File: src/design/stereo_dual_tap_echo_macros.svh
// -----------------------------------------------------------------------------
// Assertion macros for the stereo dual-tap echo
// Concurrent checks sampled on the rising clock, muted while reset is low.
// -----------------------------------------------------------------------------
`ifndef STEREO_DUAL_TAP_ECHO_MACROS_SVH
`define STEREO_DUAL_TAP_ECHO_MACROS_SVH

// Consequent must hold in the same cycle as the antecedent.
`define SDTE_ASSERT_NOW(lbl, clk, rst_n, ante, cons, msg) \
  lbl: assert property (@(posedge clk) disable iff (!rst_n) (ante) |-> (cons)) \
    else $error(msg);

// Consequent must hold in the cycle after the antecedent.
`define SDTE_ASSERT_NEXT(lbl, clk, rst_n, ante, cons, msg) \
  lbl: assert property (@(posedge clk) disable iff (!rst_n) (ante) |=> (cons)) \
    else $error(msg);

`endif

File: src/design/sdte_pkg.sv
// -----------------------------------------------------------------------------
// sdte_pkg
// Shared types and constants of the stereo dual-tap echo.
// -----------------------------------------------------------------------------
package sdte_pkg;

  localparam int MAX_LEN_DEF     = 131072;
  localparam int SAMPLE_BITS_DEF = 24;

  localparam int COEF_W  = 17;             // unsigned Q1.16
  localparam int LEN_W   = 17;
  localparam int CFG_W   = 34;
  localparam int CFG_IDX_W = 3;

  localparam logic [COEF_W-1:0] ONE_Q16 = 17'h10000;

  localparam logic [LEN_W-1:0]  LEN_RST  = 17'h1FFFF;
  localparam logic [COEF_W-1:0] DAMP_RST = 17'h10000;

  typedef enum logic [CFG_IDX_W-1:0] {
    REG_TAP1_LEN   = 3'd0,
    REG_TAP2_LEN   = 3'd1,
    REG_TAP1_GAINS = 3'd2,
    REG_TAP2_GAINS = 3'd3,
    REG_FB_GAINS   = 3'd4,
    REG_CROSS_MIX  = 3'd5,
    REG_DAMPING    = 3'd6
  } sdte_reg_e;

  typedef enum logic [2:0] {
    ST_IDLE,
    ST_CMUL,
    ST_CSUM,
    ST_TMUL,
    ST_TSUM,
    ST_DMUL,
    ST_DSUM,
    ST_WB
  } sdte_state_e;

  // Phase strobes from the sequencer to every lane
  typedef struct packed {
    logic cmul;
    logic csum;
    logic tmul;
    logic tsum;
    logic dmul;
    logic dsum;
    logic clr;
  } sdte_ctrl_t;

endpackage

File: src/design/sdte_lane.sv
// -----------------------------------------------------------------------------
// sdte_lane
// One channel of one tap: cross mix, feedback sum and damping lowpass.
// -----------------------------------------------------------------------------
module sdte_lane import sdte_pkg::*; #(
  parameter int SAMPLE_BITS = SAMPLE_BITS_DEF
) (
  input  logic                          clk_i,
  input  logic                          rst_ni,
  input  sdte_ctrl_t                    ctrl_i,
  input  logic signed [SAMPLE_BITS-1:0] d_self_i,
  input  logic signed [SAMPLE_BITS-1:0] d_other_i,
  input  logic signed [SAMPLE_BITS-1:0] sample_i,
  input  logic [COEF_W-1:0]             gain_i,
  input  logic [COEF_W-1:0]             fb_i,
  input  logic [COEF_W-1:0]             cross_i,
  input  logic [COEF_W-1:0]             damp_i,
  output logic signed [SAMPLE_BITS-1:0] tap_o,
  output logic signed [SAMPLE_BITS-1:0] damped_o
);

  localparam int SB = SAMPLE_BITS;
  localparam int XW = SB + 3;          // crossed sample, kept unsaturated
  localparam int KW = COEF_W + 1;      // signed coefficient
  localparam int QW = XW + KW;         // product
  localparam logic signed [QW:0] HALF = (QW+1)'(32768);
  localparam logic signed [QW:0] SMAX = {{(QW+2-SB){1'b0}}, {(SB-1){1'b1}}};
  localparam logic signed [QW:0] SMIN = ~SMAX;

  logic signed [KW-1:0] cs, ccs, hs, hcs, gs, fbs;
  logic signed [XW-1:0] op_a1, op_b1;
  logic signed [KW-1:0] op_a2, op_b2;
  logic signed [QW-1:0] mul_a, mul_b;
  logic signed [QW-1:0] pa_q, pb_q;
  logic signed [QW:0]   sum_w, rnd_w;
  logic signed [SB-1:0] sat_w;
  logic signed [XW-1:0] x_q;
  logic signed [SB-1:0] t_q, old_q;

  assign cs  = signed'({1'b0, cross_i});
  assign ccs = signed'({1'b0, ONE_Q16}) - cs;
  assign hs  = signed'({1'b0, damp_i});
  assign hcs = signed'({1'b0, ONE_Q16}) - hs;
  assign gs  = signed'({1'b0, gain_i});
  assign fbs = signed'({1'b0, fb_i});

  // Two shared multipliers, operands picked by phase
  always_comb begin
    op_a1 = XW'(t_q);
    op_a2 = hs;
    op_b1 = XW'(old_q);
    op_b2 = hcs;
    if (ctrl_i.cmul) begin
      op_a1 = XW'(d_self_i);
      op_a2 = ccs;
      op_b1 = XW'(d_other_i);
      op_b2 = cs;
    end else if (ctrl_i.tmul) begin
      op_a1 = XW'(sample_i);
      op_a2 = gs;
      op_b1 = x_q;
      op_b2 = fbs;
    end
  end

  assign mul_a = op_a1 * op_a2;
  assign mul_b = op_b1 * op_b2;

  always_comb begin
    if (ctrl_i.tsum) begin
      sum_w = (QW+1)'(pa_q) - (QW+1)'(pb_q);
    end else begin
      sum_w = (QW+1)'(pa_q) + (QW+1)'(pb_q);
    end
    rnd_w = (sum_w + HALF) >>> 16;
    if (rnd_w > SMAX) begin
      sat_w = SMAX[SB-1:0];
    end else if (rnd_w < SMIN) begin
      sat_w = SMIN[SB-1:0];
    end else begin
      sat_w = rnd_w[SB-1:0];
    end
  end

  always_ff @(posedge clk_i) begin
    if (ctrl_i.cmul || ctrl_i.tmul || ctrl_i.dmul) begin
      pa_q <= mul_a;
      pb_q <= mul_b;
    end
    if (ctrl_i.csum) begin
      x_q <= rnd_w[XW-1:0];
    end
    if (ctrl_i.tsum) begin
      t_q <= sat_w;
    end
  end

  always_ff @(posedge clk_i or negedge rst_ni) begin
    if (!rst_ni) begin
      old_q <= '0;
    end else if (ctrl_i.clr) begin
      old_q <= '0;
    end else if (ctrl_i.dsum) begin
      old_q <= sat_w;
    end
  end

  assign tap_o    = t_q;
  assign damped_o = old_q;

endmodule

File: config.mk
export PLATFORM = sky130hd
export DESIGN_NAME = sdte_lane
export DESIGN_NICKNAME = d
export VERILOG_FILES = /design/src/design/stereo_dual_tap_echo_macros.svh /design/src/design/sdte_pkg.sv /design/src/design/sdte_lane.sv
export SDC_FILE = /design/constraint.sdc
export NUM_CORES = 2
export LEC_CHECK = 0
export ABC_AREA = 1
export BUFFER_PORTS_ARGS = -buffer_cell sky130_fd_sc_hd__clkbuf_2
export CAP_MARGIN = 20
export CORE_MARGIN = 1.5
export CORE_UTILIZATION = 60
export DETAILED_ROUTE_END_ITERATION = 16
export PLACE_DENSITY = 0.78
export SLEW_MARGIN = 25
export SYNTH_ARGS = -nofsm -noshare
export SYNTH_HDL_FRONTEND = slang
export SYNTH_SLANG_ARGS = --single-unit
File: constraint.sdc
create_clock -name clk_i -period 9.5 [get_ports clk_i]
set_input_delay 0.95 -clock clk_i [delete_from_list [all_inputs] [get_ports clk_i]]
set_output_delay 0.95 -clock clk_i [all_outputs]
set_load 0.02 [all_outputs]
==> summary.txt <==
Logic synthesis
  • Sequential area share after synthesis: 10.4%
  • Count of cell types in the netlist: 56
  • Share of the synthesized area in the top cell type: 39.2%
  • Number of enable flip-flop cells after synthesis: ~140
  • Synth area leader: fa_1
  • Asr flop ratio synth: 14.5%
  • YS warnings: 0
  • Ys flop type: edfxtp_1
  • Post-Syn Area: 46500 um^2
  • Syn Nets: roughly 7300
  • Post-Syn Instances: ~6000
  • Post-synthesis register bit count: approximately 170
  • Top post-synthesis cells by area: fa_1, inv_1, nand2_1
  • Syn_area_per_cell: about 7.8 um^2

Floorplan
  • Core Footprint: 76300 um^2
  • Die height: around 280 um
  • Std-Cell Rows: 101
  • Starting Density: 60.9%
  • Num ports: between 150 and 200
  • Full die area: ~79000 um^2
  • Die width: 281 um

Clock tree
  • H-tree depth: 4
  • Skew-Pair Late Insertion Delay: 0.46 ns
  • CTS sink cnt: between 150 and 200
  • Root Buffer: clkbuf_16
  • Number of buffers created by CTS: 17
  • # hold bufs at CTS: 0
  • Post-CTS Resized: 0
  • Setup bufs post-CTS: 0
  • Clock slew at reported path FFs: approximately 0.08 ns
  • CTS tree: yes
  • Max Buffers Root-to-Sink: 2

Place
  • DPL Wire Length: 131 mm
  • Final Wtd Congestion: 1.02
  • Quantity of I/O buffers inserted on ports: 196

Worst hold path
  • Worst hold-check path type: reg2reg
  • Hold Crit Start: damped_o[1]$_DFFE_PN0P_
  • Hold EP: damped_o[1]$_DFFE_PN0P_
  • Worst hold stages: 2

Timing
  • RSZ-0062 raised after global routing: no
  • Slew HR: 25.2%
  • Final Hold Vio Count: 0
  • Setup violations, final: 0
  • Slew @ Worst Pin: 1.12 ns
  • Max Slew Vio Count: 0
  • Fin Setup TNS: 0 ns
  • Fin crit share: between 90% and 100%
  • Fin crit period: 8.80 ns
  • Final Skew: 0.0143 ns
  • Fmax: 0.114 GHz
  • Final hold slack: roughly 0.5 ns

Setup path
  • Startpoint Class: input pin
  • R2R depth: 27
  • Worst path top cell family by delay: adder cells
  • Buf/Inv on CP: 8
  • Slowest-stage cell, CP: fa_1
  • Arrival time at the worst endpoint: ~9.0 ns
  • Critical path type: in2reg
  • End of the worst register-to-register path: pb_q[38]$_DFFE_PP_
  • Worst R2R Setup Slack: 1.64 ns
  • CP endpoint kind: flop
  • WP data required: ~9.7 ns
  • CP max FO: 5
  • CP Depth: 37
  • Crit-path max cell delay: about 0.5 ns
  • Launching point of the worst reg2reg path: damped_o[3]$_DFFE_PN0P_

Layout
  • Fraction of layout cells with a size suffix above 1: 9.61%
  • Commonest non-fill, non-tap cell in the layout: inv_1
  • Area growth, synth to finish: 7.26%
  • Final nets: 7502
  • Most frequent cells in the layout: inv_1, nand2_1, fa_1

Route
  • Detailed Routing Iterations Pass 1: 8
  • Drc violations: 0
  • DR vias/cell: about 5.5
  • Initial drt markers: 3807
  • Via Count: 40024
  • DR WL/cell: around 21 um
  • Routed Antenna Nets: 0
  • Routed wire length: 151 mm

Global route
  • Vias in the first global route: between 40000 and 50000
  • Tot GR Track Use: 39.4%
  • GRT Residual Overflow: 0
  • Largest net degree at the start of global routing: 87
  • First-pass GRT wire length: 231 mm
  • Initial antenna violation count: 4

Status
  • Outcome: complete, no violations

Job
  • Max Cap Viol: 0
-- area by class of cell --
class | instances | area [um^2]
multi-input cells | 4113 | 35200
diodes | 2 | 5.00
clock buffers | 19 | 433
inverters | 1517 | 5700
flip-flops and latches | 165 | 4830
fillers | 6662 | 26500
well taps | 1030 | 1290
repair buffers | 362 | 2280
clock inverters | 13 | 113
-- worst max path at each step --
stage                                     to        from  slack [ns]
after CTS                 pb_q[40]$_DFFE_PP_   damp_i[1]        0.83
after detailed placement  pb_q[40]$_DFFE_PP_   damp_i[1]        0.36
after global placement    pa_q[39]$_DFFE_PP_  cross_i[2]        0.48
final                     pb_q[42]$_DFFE_PP_   damp_i[1]        0.70
after global routing      pa_q[39]$_DFFE_PP_  cross_i[2]        0.17
after floorplan           pa_q[43]$_DFFE_PP_   ctrl_i[4]        1.16
-- cell usage after synthesis, types with 60 or more instances --
cell,instances
edfxtp_1,141
xor2_1,102
inv_1,1485
nand3_1,124
nand2_2,71
ha_1,267
fa_1,910
nand2_1,1413
nor2_1,547
a21oi_1,160
clkbuf_1,171
o21ai_0,97
o211ai_1,60
-- stage by stage --
step,utilization [%],worst slack (ns),instances,instance area [um^2]
2_1_floorplan,-,1.16,5985,46500
4_1_cts,65.3,0.832,7219,49800
3_3_place_gp,64.6,0.480,7187,49300
6_report,65.3,0.703,7221,49800
5_1_grt,65.3,0.174,7221,49800
3_5_place_dp,64.6,0.364,7187,49300
-- flip-flops by register name, indices dropped and copies added, names as in the netlist --
name      cells
damped_o     24
pb_q         45
tap_o        24
pa_q         45
x_q          27
-- worst reg2reg max path, cell delays in order, from the launching register on --
cell and delay (ns):
dfrtp_1 0.50, or2_2 0.32, o211ai_1 0.30, and2_1 0.27
inv_1 0.26, nand2_1 0.19, fa_1 0.48, fa_1 0.56
inv_1 0.04, ha_1 0.19, fa_1 0.43, ha_1 0.28
inv_1 0.04, fa_1 0.47, inv_1 0.05, ha_1 0.31
inv_1 0.09, o21ai_0 0.16, a21oi_1 0.09, o21ai_0 0.30
a21oi_1 0.18, o21ai_0 0.30, a21boi_0 0.23, o21ai_0 0.43
a21boi_0 0.31, o21ai_0 0.50, a21oi_1 0.16, xnor2_1 0.17
-- routing by layer --
metal	track usage, %	vias up	routed length, um
met5	0.563	-	0
met2	58.0	2260	63400
li1	-	17900	-
met3	12.1	381	19300
met1	53.7	19483	60200
met4	17.3	0	7840
-- cells by family (layout without fill, tap and decap cells) --
kind of cell | Yosys count | after routing | synth area share, %
and+or+nand+nor | 2381 | 2381 | 21.3
buffers and inverters | 1707 | 1911 | 13.9
adders and majority gates | 1177 | 1177 | 46.4
AOI/OAI and AO/OA | 396 | 396 | 4.95
DFF | 165 | 165 | 10.4
xor gates and xnor gates | 159 | 159 | 3.00
other | 0 | 2 | 0
Power is not shown: default switching activity piles up to over one toggle a cycle in this logic, so the estimate is an artifact.
