**src/design/stereo_dual_tap_echo_macros.svh**
```systemverilog
// -----------------------------------------------------------------------------
// Assertion macros for the stereo dual-tap echo
// Concurrent checks sampled on the rising clock, muted while reset is low.
// -----------------------------------------------------------------------------
`ifndef STEREO_DUAL_TAP_ECHO_MACROS_SVH
`define STEREO_DUAL_TAP_ECHO_MACROS_SVH

// Consequent must hold in the same cycle as the antecedent.
`define SDTE_ASSERT_NOW(lbl, clk, rst_n, ante, cons, msg) \
  lbl: assert property (@(posedge clk) disable iff (!rst_n) (ante) |-> (cons)) \
    else $error(msg);

// Consequent must hold in the cycle after the antecedent.
`define SDTE_ASSERT_NEXT(lbl, clk, rst_n, ante, cons, msg) \
  lbl: assert property (@(posedge clk) disable iff (!rst_n) (ante) |=> (cons)) \
    else $error(msg);

`endif

```
**src/design/sdte_pkg.sv**
```systemverilog
// -----------------------------------------------------------------------------
// sdte_pkg
// Shared types and constants of the stereo dual-tap echo.
// -----------------------------------------------------------------------------
package sdte_pkg;

  localparam int MAX_LEN_DEF     = 131072;
  localparam int SAMPLE_BITS_DEF = 24;

  localparam int COEF_W  = 17;             // unsigned Q1.16
  localparam int LEN_W   = 17;
  localparam int CFG_W   = 34;
  localparam int CFG_IDX_W = 3;

  localparam logic [COEF_W-1:0] ONE_Q16 = 17'h10000;

  localparam logic [LEN_W-1:0]  LEN_RST  = 17'h1FFFF;
  localparam logic [COEF_W-1:0] DAMP_RST = 17'h10000;

  typedef enum logic [CFG_IDX_W-1:0] {
    REG_TAP1_LEN   = 3'd0,
    REG_TAP2_LEN   = 3'd1,
    REG_TAP1_GAINS = 3'd2,
    REG_TAP2_GAINS = 3'd3,
    REG_FB_GAINS   = 3'd4,
    REG_CROSS_MIX  = 3'd5,
    REG_DAMPING    = 3'd6
  } sdte_reg_e;

  typedef enum logic [2:0] {
    ST_IDLE,
    ST_CMUL,
    ST_CSUM,
    ST_TMUL,
    ST_TSUM,
    ST_DMUL,
    ST_DSUM,
    ST_WB
  } sdte_state_e;

  // Phase strobes from the sequencer to every lane
  typedef struct packed {
    logic cmul;
    logic csum;
    logic tmul;
    logic tsum;
    logic dmul;
    logic dsum;
    logic clr;
  } sdte_ctrl_t;

endpackage

```
**src/design/sdte_merge.sv**
```systemverilog
// -----------------------------------------------------------------------------
// sdte_merge
// Combines the four lane tap values into the saturated stereo output.
// -----------------------------------------------------------------------------
module sdte_merge import sdte_pkg::*; #(
  parameter int SAMPLE_BITS = SAMPLE_BITS_DEF
) (
  input  logic signed [SAMPLE_BITS-1:0] l1_i,
  input  logic signed [SAMPLE_BITS-1:0] r1_i,
  input  logic signed [SAMPLE_BITS-1:0] l2_i,
  input  logic signed [SAMPLE_BITS-1:0] r2_i,
  output logic signed [SAMPLE_BITS-1:0] left_o,
  output logic signed [SAMPLE_BITS-1:0] right_o
);

  localparam int SB = SAMPLE_BITS;
  localparam logic signed [SB+1:0] SMAX = {3'b000, {(SB-1){1'b1}}};
  localparam logic signed [SB+1:0] SMIN = ~SMAX;

  logic signed [SB+1:0] sum_l, sum_r;

  assign sum_l = ((SB+2)'(l1_i) + (SB+2)'(l2_i)) <<< 1;
  assign sum_r = ((SB+2)'(r1_i) + (SB+2)'(r2_i)) <<< 1;

  always_comb begin
    if (sum_l > SMAX) begin
      left_o = SMAX[SB-1:0];
    end else if (sum_l < SMIN) begin
      left_o = SMIN[SB-1:0];
    end else begin
      left_o = sum_l[SB-1:0];
    end
    if (sum_r > SMAX) begin
      right_o = SMAX[SB-1:0];
    end else if (sum_r < SMIN) begin
      right_o = SMIN[SB-1:0];
    end else begin
      right_o = sum_r[SB-1:0];
    end
  end

endmodule

```
**config.mk**
```make
export PLATFORM = sky130hd
export DESIGN_NAME = sdte_merge
export DESIGN_NICKNAME = d
export VERILOG_FILES = /design/src/design/stereo_dual_tap_echo_macros.svh /design/src/design/sdte_pkg.sv /design/src/design/sdte_merge.sv
export SDC_FILE = /design/constraint.sdc
export NUM_CORES = 1
export LEC_CHECK = 0
export BUFFER_PORTS_ARGS = -buffer_cell sky130_fd_sc_hd__clkbuf_2
export CAP_MARGIN = 40
export CORE_MARGIN = 3
export CORE_UTILIZATION = 40
export DETAILED_ROUTE_END_ITERATION = 7
export GPL_TIMING_DRIVEN = 0
export PLACE_DENSITY = 0.69
export SLEW_MARGIN = 20
export SYNTH_ARGS = -nofsm -noshare
export SYNTH_HDL_FRONTEND = slang
export SYNTH_SLANG_ARGS = --single-unit
```
**constraint.sdc**
```tcl
create_clock -name vclk -period 4
set_clock_uncertainty 0.15 [all_clocks]
set_input_delay 0.4 -clock vclk [all_inputs]
set_output_delay 0.4 -clock vclk [all_outputs]
set_load 0.1 [all_outputs]
```
==> results of run 1 <==
cell type report:
type | count | share of cell area (%)
timing repair buffer | 163 | 29.2
buffer | 16 | 3.08
multi-input combinational | 375 | 64.1
tap | 102 | 2.36
inverter | 19 | 1.32
per-stage QoR:
stage | area [µm²] | total power (W) | hold slack [ns] | setup WS, ns
finish | 5410 | 0.00248 | 1.25 | 0.00433
global route | 5410 | 0.00258 | 1.26 | -0.0907
CTS | 4870 | 0.00218 | 1.26 | 0.00201
detailed placement | 4310 | 0.00191 | 1.39 | -0.472
global placement | 4310 | 0.00189 | 1.39 | -0.418
floorplan | 3460 | 0.00164 | 1.14 | 0.0238
timing repair:
| action | CTS | global route |
|---|---|---|
| resized for setup | 113 | 109 |
| setup endpoints to repair | 46 | 46 |
| pin swaps | 3 | 15 |
| cloned | 1 | 3 |
| buffers inserted | 5 | 10 |
final timing paths:
check,startpoint,to,slack (ns),cells past startpoint
worst max-delay path,r2_i[0],right_o[1],0.004,15
worst min-delay path,r1_i[0],right_o[1],1.25,4
layer usage:
layer	track usage [%]	part of all wire, %	up-vias	wire, µm
met3	1.10	4.8	26	563
met4	3.44	2.9	0	347
met2	37.0	51	143	6080
met5	0	0	-	0
met1	29.5	41	1816	4840
li1	-	-	1919	-
power groups by stage:
stage          combinational, W  sequential, W  clock, W
4_1_cts                 0.00218              0         0
2_1_floorplan           0.00164              0         0
5_1_grt                 0.00258              0         0
3_5_place_dp            0.00191              0         0
3_3_place_gp            0.00189              0         0
6_report                0.00248              0         0
cells by family after synthesis:
| logic type | after synthesis | synth area share, % |
|---|---|---|
| buf+inv | 37 | 5.97 |
| mux | 2 | 1.02 |
| compound gates | 184 | 47.1 |
| fa+ha+maj | 50 | 20.0 |
| xor+xnor | 33 | 9.02 |
| simple gates | 106 | 16.9 |
critical path, cell delays in order:
cell      delay (ns)
buf_6           0.10
ha_4            0.15
inv_2           0.05
fa_2            0.22
nor2b_4         0.05
o31a_1          0.32
o311ai_4        0.36
a31oi_4         0.14
o311a_4         0.40
o21ai_4         0.22
a21oi_1         0.09
and3b_4         0.35
buf_8           0.16
o21a_1          0.22
buf_12          0.20
cells in the final DEF, fill, tap and decap left out, types with 10 or more instances in the layout:
cell	instances
clkbuf_2	94
xnor2_1	18
nand2_1	25
o21ai_0	19
inv_1	18
xor2_1	15
buf_8	13
a21o_4	10
ha_1	45
buf_12	27
nor2_1	26
a21oi_1	27
o22ai_4	18
a21o_1	30
buf_6	15
buf_4	11
==> results.md, run 1 <==
- Power Density: between 400 and 500 mW/mm²
- Share of layout cells above drive strength 1: ~44%
- # fillers: 583
- Fraction of power consumed by sequential logic: 0%
- Post-synth net total: 558
- Final Cycle Share: 99.9%
- Count of cell types in the netlist: 68
- Peak Freq: 250 MHz
- First-pass GRT wire length: 16300 µm
- Final Hold Viols: 0
- RePlAce Congestion: roughly 0.87
- Via density: 5.78
- Post-synthesis cell count: 412
- RSZ-0062 raised after global routing: yes
- Crit. End Element: output port
- Max transition margin: between 60% and 70%
- Top area cells in the synthesized netlist: ha_1 (19%), a21o_1 (9.1%), o22ai_2 (7.0%), a21oi_1 (5.0%), xnor2_1 (4.9%)
- Crit Path Class: in2out
- Fin. max-slew vios: 0
- Routed WL: 11800 µm
- Inst Count DP: ~660
- Clock share of power: 0%
- Multi-input logic area: roughly 0.0035 mm²
- Clock buffers: 0
- Most common library cells after synthesis: ha_1 (48), a21o_1 (39), a21oi_1 (32)
- Vias in the first global route: 3597
- Worst VDD drop: 0.353 mV
- WP data required: ~3.5 ns
- # setup viols final: 0
- Layout Cells excl Fill: 675
- DR pass1 iterations: 4
- Critical Path Fanout Max: 10
- Synth area leader: ha_1
- Count leader, synth: ha_1
- P_leak: 2.50 nW
- Global route overflow: 0
- Max_cap viols: 0
- Antenna diodes: 0
- Setup TNS: 0 ns
- Largest net degree at the start of global routing: 11
- Sw Share: 63.2%
- Port Buffers: 144
- Total Die Area: just over 0.009 mm²
- Net count reported at finish: 721
- Die extent in x: approximately 96 µm
- DP HPWL: 7970 µm
- CP arrival: 3.45 ns
- WL per Instance: 17.5 µm
- DRC: 0
- Outcome: finished, final reports clean
- Startpoint class of the critical path: input port
- ANT nets after route: 0
- Pint: 0.000914 W
- Post-synthesis average cell area: 7.78 µm²
- Slew @ Worst Pin: between 0.5 and 0.6 ns
- Switching power total: 0.00157 W
- Worst hold path type: in2out
- Hold buffer count at CTS: 0
- Synth-to-Final Area Change: 68.8%
- Total number of vias: ~3900
- Min cycle time layout: 4.00 ns
- Initial antenna violation count: 0
- Post-synthesis cell area: around 0.0032 mm²
- Fin util: a little over two thirds
- Post-synthesis sequential area ratio: 0%
- Initial drt markers: 147
- Synth top area share: 18.7%
- Die Y: 95.5 µm
- I/O pin cnt: 144
- Aggregate global-route resource usage: a little over a fifth
- Syn. warnings: 0
- Std-Cell Rows: 32
- Initial cell density of the core: 41.3%
- Seq Cell Count: 0
- Gate power share: 100.0%
- Core area: around 0.008 mm²
- FF/Latch Area: 0 µm²
Power figures use the tool's default switching activity.
==> run 2, diff against run 1 <==
==> constraint.sdc (replaced) <==
create_clock -name vclk -period 4
set_clock_uncertainty 0.15 [all_clocks]
set_input_delay 0.2 -clock vclk [all_inputs]
set_output_delay 0.2 -clock vclk [all_outputs]
set_load 0.1 [all_outputs]
==> run 2 against run 1 <==
Net effect: core utilization shrank 13 points; combinational power shrank 21%; count of clock-buffer cells in the layout is the same; setup slack gained 0.15 ns; final cell count shrank 2.4%; final area shrank 19%; fmax grew 3.8%; via count shrank 3.7%; largest cell class unchanged; highest routed layer unchanged.
==> results.md, run 2 (synthesis results as in run 1) <==
- Most common cell after layout, fill and taps aside: clkbuf_2
- Slew @ Worst Pin: 0.544 ns (+0.00475 ns)
- Pint: 0.000553 W (-39%)
- CP arrival: 3.50 ns (+0.05 ns)
- CP dominant cell by count: buf_4
- Synth-to-Final Area Change: 36.4%
- DRC: 0 (unchanged)
- Port Buffers: 144 (unchanged)
- First-pass GRT wire length: 15600 µm (-4.3%)
- Critical Path Fanout Max: 10 (unchanged)
- Min cycle time layout: 3.85 ns (-0.145 ns)
- ANT nets after route: 0 (unchanged)
- Power Density: 448 mW/mm² (-2.5%)
- Net count reported at finish: 705 (-2.2%)
- Total Die Area: 0.00912 mm² (unchanged)
- Setup ws final: 0.150 ns (+0.145 ns)
- Clock share of power: 0% (unchanged)
- # setup viols final: 0 (unchanged)
- Largest net degree at the start of global routing: 11 (unchanged)
- Fin. max-slew vios: 0 (unchanged)
- Worst VDD drop: 0.399 mV (+13%)
- I/O pin cnt: 144 (unchanged)
- Most frequent cells in the layout: clkbuf_2 (102), ha_1 (48), a21o_1 (39), a21oi_1 (31), nor2_1 (26)
- Routed WL: 9980 µm (-16%)
- CP Launch Point: l1_i[0]
- Worst Hold Margin: 0.885 ns (-0.367 ns)
- Global route overflow: 0 (unchanged)
- Final Cycle Share: 96.3% (-3.6 points)
- Aggregate global-route resource usage: 20.3% (-1.0 points)
- Seq Cell Count: 0 (unchanged)
- WP data required: 3.65 ns (+0.20 ns)
- Crit Path Class: in2out
- Total chip power: 0.00196 W (-21%)
- CP Cell Sequence: clkbuf_2, ha_1, inv_1, fa_1, nand2b_1, a21oi_4, o21ai_2, o21a_1, o31a_4, a21o_4, and3_4, o41ai_4, buf_4, buf_6, o22ai_2, buf_4
- Clock buffers: 0 (unchanged)
- Via density: 5.71 (-1.3%)
- Hold buffer count at CTS: 0 (unchanged)
- WL per Instance: 15.2 µm (-14%)
- DR pass1 iterations: 4 (unchanged)
- Initial drt markers: 148 (+0.68%)
- Critical Path Max Stage Delay: 0.39 ns (about the same)
- Peak Freq: 260 MHz (+3.8%)
- Die extent in x: 95.5 µm (unchanged)
- Worst hold path type: in2out
- FF/Latch Area: 0 µm² (unchanged)
- Multi-input logic area: 0.00307 mm² (-11%)
- Crit. End Element: output port
- # fillers: 750 (+29%)
- Initial antenna violation count: 0 (unchanged)
- Final Hold Viols: 0 (unchanged)
- Max_cap viols: 0 (unchanged)
- Die Y: 95.5 µm (unchanged)
- Sw Share: 71.7% (+8.5 points)
- P_leak: 2.22 nW (-11%)
- Share of layout cells above drive strength 1: 37.5% (-6.6 points)
- Pre-CTS setup slack: -0.171 ns (+0.301 ns)
- Initial cell density of the core: 41.3% (unchanged)
- Max transition margin: 63.9% (-0.31 points)
- DP HPWL: 8380 µm (+5.2%)
- Gate power share: 100.0% (about the same)
- Core area: 0.00777 mm² (unchanged)
- Switching power total: 0.00140 W (-11%)
- Vias in the first global route: 3558 (-1.1%)
- Total number of vias: 3761 (-3.7%)
- Startpoint class of the critical path: input port
- Std-Cell Rows: 32 (unchanged)
- RePlAce Congestion: 0.906 (+3.7%)
- Outcome: finished, final reports clean
- HP Start: l2_i[0]
- Antenna diodes: 0 (unchanged)
- Slowest CP cell: fa_1
- Fraction of power consumed by sequential logic: 0% (unchanged)
[run 2: power by group through the flow]
stage	Combinational [W]	Sequential (W)	Clock, W
6_report	0.00196	0	0
5_1_grt	0.00204	0	0
4_1_cts	0.00190	0	0
3_5_place_dp	0.00180	0	0
3_3_place_gp	0.00179	0	0
2_1_floorplan	0.00153	0	0
[run 2: critical path: cells and delay by family]
kind	cells	cell delay, ns
fa+ha+maj	2	0.59
simple gates	2	0.39
buf+inv	5	0.76
compound gates	7	1.55
[run 2: path summary, 6_finish.rpt]
path	to	slack, ns	cells past startpoint
setup / recovery	left_o[3]	0.15	16
hold / removal	left_o[1]	0.88	5
[run 2: layout make-up]
cell class / instances / share of cell area [%]
Timing Repair Buffer: 145 / 22.2
Tap cell: 102 / 2.92
Multi-Input combinational cell: 375 / 70.3
Buffer: 18 / 2.98
Inverter: 19 / 1.63
[run 2: through the flow]
stage | TNS (ns) | instance area [µm²] | util, % | instances
6_report | 0 | 4370 | 56.3 | 659
5_1_grt | -0.00300 | 4370 | 56.3 | 659
4_1_cts | 0 | 4260 | 54.8 | 658
3_5_place_dp | -2.91 | 4080 | 52.5 | 658
3_3_place_gp | -1.80 | 4080 | 52.5 | 658
2_1_floorplan | -2.21 | 3230 | - | 412
[run 2: per-layer routing]
layer	wire (µm)	global-route usage [%]	up-vias	part of all wire [%]
met5	0	0	-	0
met4	85	1.66	0	0.85
li1	-	-	1876	-
met2	5140	40.0	122	51
met3	565	0.947	10	5.7
met1	4200	24.9	1753	42
[run 2: timing repair]
| item | in CTS | in global routing |
|---|---|---|
| pin swaps | 0 | 1 |
| resized for setup | 43 | 57 |
| setup endpoints to repair | 23 | 46 |
| setup buffers | 0 | 1 |
==> run 3, diff against run 2 <==
--- a/config.mk
+++ b/config.mk
@@ -12,6 +12,8 @@
 export DETAILED_ROUTE_END_ITERATION = 7
 export GPL_TIMING_DRIVEN = 0
 export PLACE_DENSITY = 0.69
+export RECOVER_POWER = 50
+export SETUP_SLACK_MARGIN = 0.3
 export SLEW_MARGIN = 20
 export SYNTH_ARGS = -nofsm -noshare
 export SYNTH_HDL_FRONTEND = slang
==> run 3 against run 2 <==
Net effect: final area grew 18%; flip-flop and latch count is the same; setup slack improved by 0.052 ns; non-clock buffer count is 13 higher; via count rose by 3.2%; core utilization is 10 points higher; first-iteration DRC count shrank 18%; sequential share of layout area unchanged; critical path depth shrank 2; die area unchanged; fmax rose by 1.4%; wire length up 12%; critical endpoint is now left_o[5]; largest cell class unchanged.
==> results.md, run 3 (synthesis results as in run 1) <==
- First-pass GRT wire length: 16800 µm (+7.8%)
- Startpoint class of the critical path: input port
- Switching power total: 0.00152 W (+8.0%)
- Fin. max-slew vios: 0 (unchanged)
- ANT nets after route: 0 (unchanged)
- Worst VDD drop: 0.315 mV (-21%)
- Total Die Area: 0.00912 mm² (unchanged)
- Seq Cell Count: 0 (unchanged)
- Std-Cell Rows: 32 (unchanged)
- Total number of vias: 3881 (+3.2%)
- # fillers: 636 (-15%)
- Routed WL: 11200 µm (+12%)
- Vias in the first global route: 3634 (+2.1%)
- Min cycle time layout: 3.80 ns (-0.0516 ns)
- FF/Latch Area: 0 µm² (unchanged)
- Die extent in x: 95.5 µm (unchanged)
- Layout Cells excl Fill: 672 (+2.0%)
- Slew @ Worst Pin: 1.19 ns (+0.646 ns)
- Port Buffers: 144 (unchanged)
- Power Density: 452 mW/mm² (+0.83%)
- # setup viols final: 0 (unchanged)
- Largest net degree at the start of global routing: 11 (unchanged)
- Inst Count DP: 658 (unchanged)
- Antenna diodes: 0 (unchanged)
- DRC: 0 (unchanged)
- Final Hold Viols: 0 (unchanged)
- Total chip power: 0.00232 W (+19%)
- Peak Freq: 263 MHz (+1.4%)
- Die Y: 95.5 µm (unchanged)
- Sw Share: 65.3% (-6.4 points)
- P_leak: 2.45 nW (+10%)
- Most common cell after layout, fill and taps aside: clkbuf_2
- Clock share of power: 0% (unchanged)
- RePlAce Congestion: 0.872 (-3.7%)
- I/O pin cnt: 144 (unchanged)
- Fraction of power consumed by sequential logic: 0% (unchanged)
- Initial cell density of the core: 41.3% (unchanged)
- Clock buffers: 0 (unchanged)
- Setup TNS: 0 ns (unchanged)
- Setup ws final: 0.201 ns (+0.0516 ns)
- RSZ-0062 raised after global routing: no
- CP arrival: 3.45 ns (-0.05 ns)
- Synth-to-Final Area Change: 60.5%
- Outcome: finished, final reports clean
- WL per Instance: 16.6 µm (+9.8%)
- Via density: 5.78 (+1.2%)
- Max transition margin: 21.0% (-43 points)
- Most frequent cells in the layout: clkbuf_2 (100), ha_1 (46), a21o_1 (39), a21oi_1 (30), nor2_1 (26)
- Worst Hold Margin: 0.828 ns (-0.0571 ns)
- WP data required: 3.65 ns (about the same)
- Global route overflow: 0 (unchanged)
- Critical Path Fanout Max: 5 (-5)
- Crit Path Class: in2out
- Core area: 0.00777 mm² (unchanged)
- Final Cycle Share: 95.0% (-1.3 points)
- Pre-CTS setup slack: -0.120 ns (+0.0516 ns)
- Initial antenna violation count: 0 (unchanged)
- DP HPWL: 8070 µm (-3.6%)
- Aggregate global-route resource usage: 22.1% (+1.8 points)
- Initial drt markers: 122 (-18%)
- Share of layout cells above drive strength 1: 40.5% (+3.0 points)
- Worst hold path type: in2out
- DR pass1 iterations: 4 (unchanged)
- Multi-input logic area: 0.00336 mm² (+9.4%)
- Net count reported at finish: 718 (+1.8%)
- Crit. End Element: output port
- Max_cap viols: 0 (unchanged)
- Pint: 0.000806 W (+46%)
- Gate power share: 100.0% (about the same)
run 3: power groups by stage:
| stage | Combinational (W) | Clock (W) | Sequential, W |
|---|---|---|---|
| after floorplan | 0.00161 | 0 | 0 |
| after global placement | 0.00188 | 0 | 0 |
| after detailed placement | 0.00189 | 0 | 0 |
| after CTS | 0.00224 | 0 | 0 |
| after global routing | 0.00241 | 0 | 0 |
| final | 0.00232 | 0 | 0 |
run 3: timing repair:
| item | 4_1_cts | 5_1_grt |
|---|---|---|
| setup endpoints to repair | 46 | 46 |
| hold buffers | 0 | 0 |
| cloned | 1 | 1 |
| setup buffers | 4 | 8 |
| pin swaps | 4 | 13 |
| resized for setup | 123 | 35 |
run 3: critical path: stages:
cell and delay, ns:
clkbuf_2 0.08, ha_1 0.37, a21o_1 0.19, a31o_2 0.23
o211ai_1 0.33, a21oi_2 0.17, o31ai_4 0.31, a21oi_1 0.13
o211ai_1 0.28, o41ai_4 0.13, clkbuf_2 0.25, buf_4 0.22
o32ai_4 0.33, buf_12 0.22
run 3: worst paths after layout:
kind | startpoint | endpoint | cells past startpoint
max | l1_i[6] | left_o[5] | 14
min | r2_i[0] | right_o[1] | 4
run 3: per-stage QoR:
stage	util (%)	cell area, µm²
after global placement	54.8	4260
after CTS	63.4	4930
after global routing	66.2	5140
after floorplan	-	3410
after detailed placement	54.8	4260
final	66.2	5140
run 3: final cells by class:
cell class / instances / area share [%]
inverters: 19 / 1.39
multi-input cells: 375 / 65.3
well taps: 102 / 2.48
repair buffers: 158 / 27.7
plain buffers: 18 / 3.09
run 3: per-layer routing:
| metal | part of all wire [%] | global-route usage (%) |
|---|---|---|
| met5 | 0 | 0 |
| met2 | 50 | 40.1 |
| met3 | 5.3 | 1.50 |
| met1 | 43 | 29.2 |
| met4 | 2.2 | 3.08 |
